## config.mk

```make
export PLATFORM = sky130hd
export DESIGN_NAME = gas_ctrl
export DESIGN_NICKNAME = d
export VERILOG_FILES = /design/src/rtl/gas_pkg.sv /design/src/rtl/gas_ctrl.sv
export SDC_FILE = /design/constraint.sdc
export NUM_CORES = 1
export LEC_CHECK = 0
export BUFFER_PORTS_ARGS = -buffer_cell sky130_fd_sc_hd__buf_4
export CAP_MARGIN = 10
export CORE_AREA = 3 3 40 42
export DETAILED_ROUTE_END_ITERATION = 6
export DIE_AREA = 0 0 43 45
export PLACE_DENSITY = 0.75
export SLEW_MARGIN = 0
export SYNTH_ARGS = -nofsm -noshare
export SYNTH_HDL_FRONTEND = slang
export SYNTH_SLANG_ARGS = --single-unit
```

## constraint.sdc

```tcl
create_clock -name i_clk -period 1.5 [get_ports i_clk]
set_input_delay 0.3 -clock i_clk [delete_from_list [all_inputs] [get_ports i_clk]]
set_output_delay 0.3 -clock i_clk [all_outputs]
set_load 0.01 [all_outputs]
```

## src/rtl/gas_pkg.sv

```systemverilog
// shared types and codes for the grid a* search core
package gas_pkg;

    localparam logic [1:0] CMD_WRITE  = 2'd0;
    localparam logic [1:0] CMD_SEARCH = 2'd1;
    localparam logic [1:0] CMD_READ   = 2'd2;

    localparam logic [2:0] CELL_EMPTY    = 3'd0;
    localparam logic [2:0] CELL_OBSTACLE = 3'd1;
    localparam logic [2:0] CELL_CLOSED   = 3'd2;
    localparam logic [2:0] CELL_PATH     = 3'd3;
    localparam logic [2:0] CELL_START    = 3'd4;
    localparam logic [2:0] CELL_FINISH   = 3'd5;

    localparam logic [2:0] REG_GRID_ROWS = 3'd0;
    localparam logic [2:0] REG_GRID_COLS = 3'd1;
    localparam logic [2:0] REG_START_ROW = 3'd2;
    localparam logic [2:0] REG_START_COL = 3'd3;
    localparam logic [2:0] REG_GOAL_ROW  = 3'd4;
    localparam logic [2:0] REG_GOAL_COL  = 3'd5;

    typedef struct packed {
        logic [1:0] cmd;
        logic [3:0] row;
        logic [3:0] col;
        logic       obstacle;
    } t_in;

    typedef struct packed {
        logic [2:0] cell_state;
        logic       found;
        logic [8:0] expanded_count;
    } t_out;

    typedef enum logic [3:0] {
        S_CLEAR,
        S_IDLE,
        S_READ,
        S_INIT,
        S_START,
        S_SCAN,
        S_POP,
        S_GOAL1,
        S_GOAL2,
        S_NBR,
        S_CHK,
        S_NEXT,
        S_DONE
    } t_state;

    typedef struct packed {
        logic clr_step;
        logic in_take;
        logic res_imm;
        logic res_read;
        logic res_search;
        logic srch_init;
        logic add_start;
        logic scan_init;
        logic scan_step;
        logic pop;
        logic mark_start;
        logic mark_goal;
        logic nbr_issue;
        logic nbr_add;
        logic dir_next;
    } t_dp_ctl;

    typedef struct packed {
        logic clr_done;
        logic start_ok;
        logic scan_done;
        logic best_is_goal;
        logic nbr_inb;
        logic nbr_empty;
        logic dir_last;
        logic open_empty;
    } t_dp_sts;

endpackage

```

## src/rtl/gas_ctrl.sv

```systemverilog
// controller: command sequencing and search state machine
module gas_ctrl (
    input  logic             i_clk,
    input  logic             i_rst_n,
    input  logic             i_in_valid,
    input  logic [1:0]       i_in_cmd,
    output logic             o_in_stall,
    output logic             o_out_valid,
    input  logic             i_out_stall,
    output gas_pkg::t_dp_ctl o_ctl,
    input  gas_pkg::t_dp_sts i_sts
);

    gas_pkg::t_state r_state, n_state;
    logic            r_out_valid, n_out_valid;
    logic            accept;
    logic            load;

    always_ff @(posedge i_clk) begin
        if (!i_rst_n) begin
            r_state     <= gas_pkg::S_CLEAR;
            r_out_valid <= 1'b0;
        end else begin
            r_state     <= n_state;
            r_out_valid <= n_out_valid;
        end
    end

    always_comb begin
        n_state    = r_state;
        o_ctl      = '0;
        o_in_stall = !((r_state == gas_pkg::S_IDLE) && (!r_out_valid || !i_out_stall));
        accept     = i_in_valid && !o_in_stall;

        case (r_state)
            gas_pkg::S_CLEAR: begin
                o_ctl.clr_step = 1'b1;
                if (i_sts.clr_done) begin
                    n_state = gas_pkg::S_IDLE;
                end
            end
            gas_pkg::S_IDLE: begin
                if (accept) begin
                    o_ctl.in_take = 1'b1;
                    case (i_in_cmd)
                        gas_pkg::CMD_READ:   n_state = gas_pkg::S_READ;
                        gas_pkg::CMD_SEARCH: n_state = gas_pkg::S_INIT;
                        default:             o_ctl.res_imm = 1'b1;
                    endcase
                end
            end
            gas_pkg::S_READ: begin
                o_ctl.res_read = 1'b1;
                n_state        = gas_pkg::S_IDLE;
            end
            gas_pkg::S_INIT: begin
                o_ctl.srch_init = 1'b1;
                n_state = i_sts.start_ok ? gas_pkg::S_START : gas_pkg::S_DONE;
            end
            gas_pkg::S_START: begin
                o_ctl.add_start = 1'b1;
                o_ctl.scan_init = 1'b1;
                n_state         = gas_pkg::S_SCAN;
            end
            gas_pkg::S_SCAN: begin
                o_ctl.scan_step = 1'b1;
                if (i_sts.scan_done) begin
                    n_state = gas_pkg::S_POP;
                end
            end
            gas_pkg::S_POP: begin
                o_ctl.pop = 1'b1;
                n_state = i_sts.best_is_goal ? gas_pkg::S_GOAL1 : gas_pkg::S_NBR;
            end
            gas_pkg::S_GOAL1: begin
                o_ctl.mark_start = 1'b1;
                n_state          = gas_pkg::S_GOAL2;
            end
            gas_pkg::S_GOAL2: begin
                o_ctl.mark_goal = 1'b1;
                n_state         = gas_pkg::S_DONE;
            end
            gas_pkg::S_NBR: begin
                if (i_sts.nbr_inb) begin
                    o_ctl.nbr_issue = 1'b1;
                    n_state         = gas_pkg::S_CHK;
                end else if (i_sts.dir_last) begin
                    n_state = gas_pkg::S_NEXT;
                end else begin
                    o_ctl.dir_next = 1'b1;
                end
            end
            gas_pkg::S_CHK: begin
                o_ctl.nbr_add = i_sts.nbr_empty;
                if (i_sts.dir_last) begin
                    n_state = gas_pkg::S_NEXT;
                end else begin
                    o_ctl.dir_next = 1'b1;
                    n_state        = gas_pkg::S_NBR;
                end
            end
            gas_pkg::S_NEXT: begin
                if (i_sts.open_empty) begin
                    n_state = gas_pkg::S_DONE;
                end else begin
                    o_ctl.scan_init = 1'b1;
                    n_state         = gas_pkg::S_SCAN;
                end
            end
            gas_pkg::S_DONE: begin
                o_ctl.res_search = 1'b1;
                n_state          = gas_pkg::S_IDLE;
            end
            default: begin
                n_state = gas_pkg::S_IDLE;
            end
        endcase

        load = o_ctl.res_imm || o_ctl.res_read || o_ctl.res_search;
        if (load) begin
            n_out_valid = 1'b1;
        end else if (r_out_valid && !i_out_stall) begin
            n_out_valid = 1'b0;
        end else begin
            n_out_valid = r_out_valid;
        end
    end

    assign o_out_valid = r_out_valid;

endmodule
```

-- After elaboration in Yosys (flattened, before gate mapping)
Cells that the tools add are included.
W data, S select, Z words.
- bits in registers: 5
- eq/ne operators: 19
- multiplexer cells: 33
- reductions and logical operators: 13
- operator list (cell ; count):
    $pmux W4 S11 ; 1
    $mux W4 ; 8
    $eq A4 B4 Y1 const B ; 5
    $mux W1 ; 18
    $eq A4 B3 Y1 const B ; 4
    $eq A4 B2 Y1 const B ; 2
    $pmux W4 S2 ; 1
    $mux W2 ; 3
    $ne A2 B2 Y1 const B ; 3
    $reduce_and A5 Y1 ; 1
    $eq A4 B1 Y1 const B ; 1
    $logic_not A4 Y1 ; 1
    $pmux W1 S2 ; 2
    $logic_and A1 B1 Y1 ; 3
    $logic_not A1 Y1 ; 3
    $logic_or A1 B1 Y1 ; 3
    $ne A3 B1 Y1 const B ; 1
    $ne A3 B3 Y1 const B ; 1
    $eq A2 B1 Y1 const B ; 1
    $eq A2 B2 Y1 const B ; 1
    $reduce_bool A2 Y1 ; 1
    $reduce_or A2 Y1 ; 1

-- Depth between registers and ports, before layout
Gate-level depths: netlist (run 1).
- word-level depth: 9
- gate-level depth with buffers: 6
- gate-level depth less buffers: 6

-- Worst setup path after synthesis (run 1)
No wires, ideal clock.
- path type: flip-flop to output port
- from: register r_state[1]
- to: output o_ctl[0] (netlist bit)
- data arrival time: 1.110 ns
- data required time: 1.200 ns
- slack: 0.090 ns
- stages on the path, launching flop included: 5
- cell sequence: dfxtp_1 -> buf_2 -> nor3_1 -> a21oi_1 -> nor3_1
- RTL lines (what ; RTL line ; text):
    start: declaration ; gas_ctrl.sv:14 ; gas_pkg::t_state r_state, n_state;
    start signal: assignment ; gas_ctrl.sv:21 ; r_state <= gas_pkg::S_CLEAR;
    start signal: assignment ; gas_ctrl.sv:24 ; r_state <= n_state;
    end: declaration ; gas_ctrl.sv:10 ; output gas_pkg::t_dp_ctl o_ctl,

==> impl_metrics.env, run 1 <==
export IMPL_status="complete, but fails checks"
export IMPL_violations="setup timing"
export IMPL_hpwl_um=1340
export IMPL_synth_area_leaders="dfxtp_1 19%, nor2_1 6.9%, nor3_1 5.6%"
export IMPL_synth_top_family_by_area="simple AND/OR/NAND/NOR gates"
export IMPL_fp_dieH_um=45
export IMPL_clock_sinks=5
export IMPL_yosys_area_top_type="dfxtp_1"
export IMPL_setup_violations=6
export IMPL_maxCapViolCount=0
export IMPL_synthXorXnorAreaFrac_pct=0
export IMPL_ios=31
export IMPL_fill_cells=83
export IMPL_avgSynthCellArea_um2=6.84
export IMPL_grt_pass1_wl_um=3240
export IMPL_slew_violations=0
export IMPL_route_detailed_drc=0
export IMPL_final_cell_mix="38 x buf_4, 7 x inv_1, 7 x nand2_1, 7 x buf_6, 6 x nor2_1"
export IMPL_fin_util_pct=81.0
export IMPL_nets=140
export IMPL_synth_compound_area_share_pct=26.4
export IMPL_drtIter0Drc=21
export IMPL_cts_max_level=1
export IMPL_fin_cells=138
export IMPL_vdd_drop_max_v=0.000684
export IMPL_vias=812
export IMPL_holdWs_ns=0.295
export IMPL_final_hold_viol_count=0
export IMPL_crit_type="flop to output port"
export IMPL_max_slew_worst_pin_slew_ns=0.436
export IMPL_synth_net_count=95
export IMPL_hold_end="o_out_valid$_SDFFE_PN0P_"
export IMPL_yosys_warnings=0
export IMPL_multi_input_area_um2=489
export IMPL_cts_tree="built"
export IMPL_finalPower_uw=759
export IMPL_yosysUniqueCellTypes=28
export IMPL_synthSimpleGateAreaFrac_pct=38.4
export IMPL_cellLeakagePower_uw=0.000470
export IMPL_r2r_start="r_state[0]$_SDFFE_PN0P_"
export IMPL_synth_mux_area_fraction_pct=1.85
export IMPL_ys_seq_area_share_pct=18.5
export IMPL_clock_path_buffers=2
export IMPL_drive_above_1_share_pct=61.0
export IMPL_synth_ff_type="dfxtp_1"
export IMPL_cts_root_buf="clkbuf_4"
export IMPL_port_buffers=30
export IMPL_worst_slack_ns=-0.123
export IMPL_ys_seq_elements=5
export IMPL_cp_start_kind="flop"
export IMPL_syn_inst=79
export IMPL_place_ws_ns=0.0533
export IMPL_synthArstFlopShare_pct=0
export IMPL_maxSlewHeadroom_pct=70.7
export IMPL_final_seq_area_um2=110
export IMPL_final_period_utilization_pct=108
export IMPL_reg2reg_depth=5
export IMPL_antenna_found_initial=0
export IMPL_netlist_area_um2=541
export IMPL_drt_vias_per_instance=5.88
export IMPL_avgRoutedWirePerCell_um=15.7
export IMPL_crit_arrival_ns=1.32
export IMPL_dp_cells=128
export IMPL_fin_crit_ns=1.62
export IMPL_drt_first_pass_iters=6
export IMPL_hp_start="i_rst_n"
export IMPL_routed_wl_um=2170
export IMPL_num_antenna_cells=0
export IMPL_cts_inserted_buffers=3
export IMPL_start_util_pct=42.1
export IMPL_fin_skew_ns=0.0190
export IMPL_hold_path_class="primary input to flop"
export IMPL_rr_endpoint="r_state[1]$_SDFFE_PN0P_"
export IMPL_die_width_um=43
export IMPL_clk_pin_slew_ns=0.06
export IMPL_synthAdderAreaFrac_pct=4.63
export IMPL_core_area_mm2=0.00128
export IMPL_ant_nets=0
export IMPL_fp_row_count=13
export IMPL_clock_latency_ns=0.25
export IMPL_cts_hold_buf=0
export IMPL_max_freq_mhz=616
export IMPL_grt_max_degree=9
export IMPL_rsz0062_at_grt="yes"
export IMPL_grt_total_usage_pct=21.7
export IMPL_synthDominantCellAreaShare_pct=18.5
export IMPL_grt_overflow_total=0
export IMPL_power_density_mw_per_mm2=729
export IMPL_die_area_mm2=0.00194
export IMPL_cp_max_fo=3
export IMPL_holdPathStages=2
export IMPL_grt_pass1_vias=739
export IMPL_rrSetupSlack_ns=0.06
export IMPL_place_congestion=0.905
export IMPL_worstPathRequired_ns=1.20
export IMPL_final_common_cell="buf_4"
export IMPL_synth_edff_count=0
export IMPL_syn2layout_area_growth_pct=92.6
export IMPL_end_kind="output port"
==> Yosys cell counts (2+ instances only) <==
| master | instances |
|---|---|
| a21oi_1 | 3 |
| and3_1 | 2 |
| buf_2 | 5 |
| dfxtp_1 | 5 |
| ha_1 | 2 |
| inv_1 | 8 |
| nand2_1 | 8 |
| nand2b_1 | 4 |
| nor2_1 | 10 |
| nor3_1 | 6 |
| o21a_1 | 2 |
| o21ai_0 | 4 |
| o22a_1 | 2 |
| o22ai_1 | 3 |
| o32ai_1 | 2 |
==> layout make-up <==
cell class              instances  area share (%)
multi-input cells              61            47.0
clock buffers                   4            2.52
well taps                      15            1.80
repair buffers                 45            35.0
inverters                       8            3.12
flip-flops and latches          5            10.6
==> routing by layer <==
metal	global-route usage [%]	share of wire, %
met1	23.2	39
met2	42.5	52
met3	4.78	7.3
met4	6.02	1.5
met5	0	0
==> cell families (layout without fill, tap and decap cells) <==
logic type / after synthesis / count (layout)
AND/OR/NAND/NOR: 38 / 38
AO/OA/AOI/OAI: 20 / 20
buffers and inverters: 13 / 57
flip-flops: 5 / 5
adder cells (fa/ha/maj): 2 / 2
multiplexers: 1 / 1
==> sequential cells by signal, indices dropped and copies added (netlist names) <==
| register | count |
|---|---|
| o_out_valid | 1 |
| r_state | 4 |
==> worst max-delay path by stage <==
stage | startpoint | endpoint | slack [ns] | depth (start not counted)
final | r_state[2]$_SDFFE_PN0P_ | o_ctl[12] | -0.12 | 4
after global routing | r_state[2]$_SDFFE_PN0P_ | o_ctl[12] | -0.16 | 4
after CTS | r_state[2]$_SDFFE_PN0P_ | o_ctl[12] | -0.10 | 4
after detailed placement | r_state[1]$_SDFFE_PN0P_ | o_ctl[12] | 0.05 | 4
after global placement | r_state[1]$_SDFFE_PN0P_ | r_state[1]$_SDFFE_PN0P_ | 0.07 | 5
after floorplan | r_state[1]$_SDFFE_PN0P_ | o_ctl[0] | 0.09 | 4
==> where the power goes <==
group	switching, µW	total, µW	internal, µW
combinational	204	424	220
sequential	19.5	169	150
clock	64.1	165	101
==> per-stage QoR <==
stage               instance area, µm²  setup TNS, ns
floorplan                          541              0
global placement                   827              0
detailed placement                 827              0
CTS                                998         -0.221
global route                      1040         -0.727
finish                            1040         -0.301
==> timing repair <==
action	CTS	global route
setup endpoints to repair	14	14
pin swaps	9	1
resized for setup	27	11
setup buffers	6	0
==> worst max-delay path: stages, from the launching register on <==
cell	delay, ns
dfxtp_2	0.33
nor4b_4	0.29
and3_4	0.22
and2_4	0.15
buf_6	0.09
Power figures use the tool's default switching activity.
==> run 2, diff against run 1 <==
- CTS_BUF_LIST: default -> sky130_fd_sc_hd__clkbuf_4 sky130_fd_sc_hd__clkbuf_8 sky130_fd_sc_hd__clkbuf_16
==> impl_metrics.env, run 2 (synthesis results as in run 1) <==
export IMPL_post_dp_cell_area_um2=827
export IMPL_grt_pass1_vias=766
export IMPL_clock_path_buffers=2
export IMPL_cts_tree="built"
export IMPL_drt_first_pass_iters=4
export IMPL_cp_start_kind="flop"
export IMPL_max_stage_delay_ns=0.33
export IMPL_slew_violations=0
export IMPL_port_buffers=30
export IMPL_finalPower_uw=799
export IMPL_worst_slack_ns=-0.151
export IMPL_ant_nets=0
export IMPL_vias=800
export IMPL_grt_pass1_wl_um=3440
export IMPL_crit_type="flop to output port"
export IMPL_multi_input_area_um2=492
export IMPL_routed_wl_um=2200
export IMPL_die_width_um=43
export IMPL_place_congestion=0.905
export IMPL_grt_overflow_total=0
export IMPL_slowest_stage="dfxtp_2"
export IMPL_nets=142
export IMPL_fill_cells=81
export IMPL_cts_inserted_buffers=3
export IMPL_cellLeakagePower_uw=0.000485
export IMPL_start_util_pct=42.1
export IMPL_fp_row_count=13
export IMPL_cp_max_fo=3
export IMPL_setup_violations=8
export IMPL_final_area_mm2=0.00106
export IMPL_avgRoutedWirePerCell_um=15.7
export IMPL_max_slew_worst_pin_slew_ns=0.449
export IMPL_power_density_mw_per_mm2=753
export IMPL_clk_pin_slew_ns=0.06
export IMPL_cts_hold_buf=0
export IMPL_final_hold_viol_count=0
export IMPL_maxSlewHeadroom_pct=69.8
export IMPL_clock_latency_ns=0.25
export IMPL_grt_max_degree=9
export IMPL_fin_skew_ns=0.0171
export IMPL_status="complete, but fails checks"
export IMPL_hpwl_um=1340
export IMPL_fp_dieH_um=45
export IMPL_worstPathCellList="nor4b_4 -> and3_4 -> and2_4 -> buf_6"
export IMPL_grt_total_usage_pct=23.4
export IMPL_antenna_found_initial=0
export IMPL_worstPathRequired_ns=1.20
export IMPL_largest_reg_flops=4
export IMPL_syn2layout_area_growth_pct=96.3
export IMPL_hold_path_class="primary input to flop"
export IMPL_largest_register="r_state"
export IMPL_fin_crit_ns=1.65
export IMPL_rsz0062_at_grt="yes"
export IMPL_final_common_cell="buf_4"
export IMPL_final_period_utilization_pct=110
export IMPL_dp_cells=128
export IMPL_clock_sinks=5
export IMPL_ios=31
export IMPL_vdd_drop_max_v=0.000676
export IMPL_max_freq_mhz=606
export IMPL_end_kind="output port"
export IMPL_route_detailed_drc=0
export IMPL_die_area_mm2=0.00194
export IMPL_drive_above_1_share_pct=63.2
export IMPL_final_cell_mix="41 x buf_4, 7 x inv_1, 6 x nand2_1, 6 x nor2_1, 6 x buf_6"
export IMPL_drtIter0Drc=22
export IMPL_final_seq_area_um2=113
export IMPL_crit_arrival_ns=1.35
export IMPL_drt_vias_per_instance=5.71
export IMPL_num_antenna_cells=0
export IMPL_violations="setup timing"
export IMPL_cts_max_level=1
export IMPL_core_area_mm2=0.00128
export IMPL_fin_cells=140
export IMPL_cts_root_buf="clkbuf_4"
export IMPL_maxCapViolCount=0
[run 2: changes by cell type in the layout (fill, tap and decap cells not counted)]
cell / delta
dfxtp_4: +1
clkbuf_4: +1
clkbuf_1: -1
nand2_1: -1
nand2_2: +1
buf_6: -1
buf_4: +3
dfxtp_2: -1
[run 2: stage by stage]
stage | util, % | hold slack, ns | setup slack (ns) | TNS [ns]
after CTS | 78.5 | 0.301 | -0.102 | -0.270
after global routing | 82.6 | 0.300 | -0.203 | -1.07
after floorplan | - | 0.417 | 0.0903 | 0
final | 82.6 | 0.295 | -0.151 | -0.547
after global placement | 64.4 | 0.549 | 0.0731 | 0
after detailed placement | 64.4 | 0.548 | 0.0533 | 0
[run 2: worst paths after layout]
check	from	to	slack, ns	cells after the start
setup reg to reg	r_state[0]$_SDFFE_PN0P_	r_state[1]$_SDFFE_PN0P_	0.06	6
setup / recovery	r_state[2]$_SDFFE_PN0P_	o_ctl[12]	-0.15	4
hold / removal	i_rst_n	o_out_valid$_SDFFE_PN0P_	0.30	2
hold reg to reg	o_out_valid$_SDFFE_PN0P_	o_out_valid$_SDFFE_PN0P_	0.70	3
[run 2: layout make-up]
class	instances	share of cell area, %
timing repair buffer	47	35.4
sequential	5	10.6
tap	15	1.77
clock buffer	4	2.83
multi-input combinational	61	46.3
inverter	8	3.07
[run 2: what timing repair did]
item	CTS	global route
setup buffers	7	1
resized for setup	27	12
pin swaps	9	2
endpoints found under the setup margin	15	13
[run 2: where the power goes]
group          internal (µW)  total [µW]  switching, µW  leakage (µW)
combinational            236         449            213      0.000423
sequential               149         168           19.3     0.0000434
clock                    119         182           63.0     0.0000184
[run 2: metal layers]
layer / track usage, % / wire length, µm / vias to the layer above
met3: 5.58 / 190 / 6
met5: 0 / 0 / -
met1: 25.7 / 825 / 372
met2: 42.8 / 1120 / 48
met4: 10.8 / 58 / 0
li1: - / - / 374
[run 2: critical path: cells and delay by family, from the launching register on]
kind | cells | cell delay, ns
and+or+nand+nor | 3 | 0.69
DFF | 1 | 0.33
buffers and inverters | 1 | 0.09
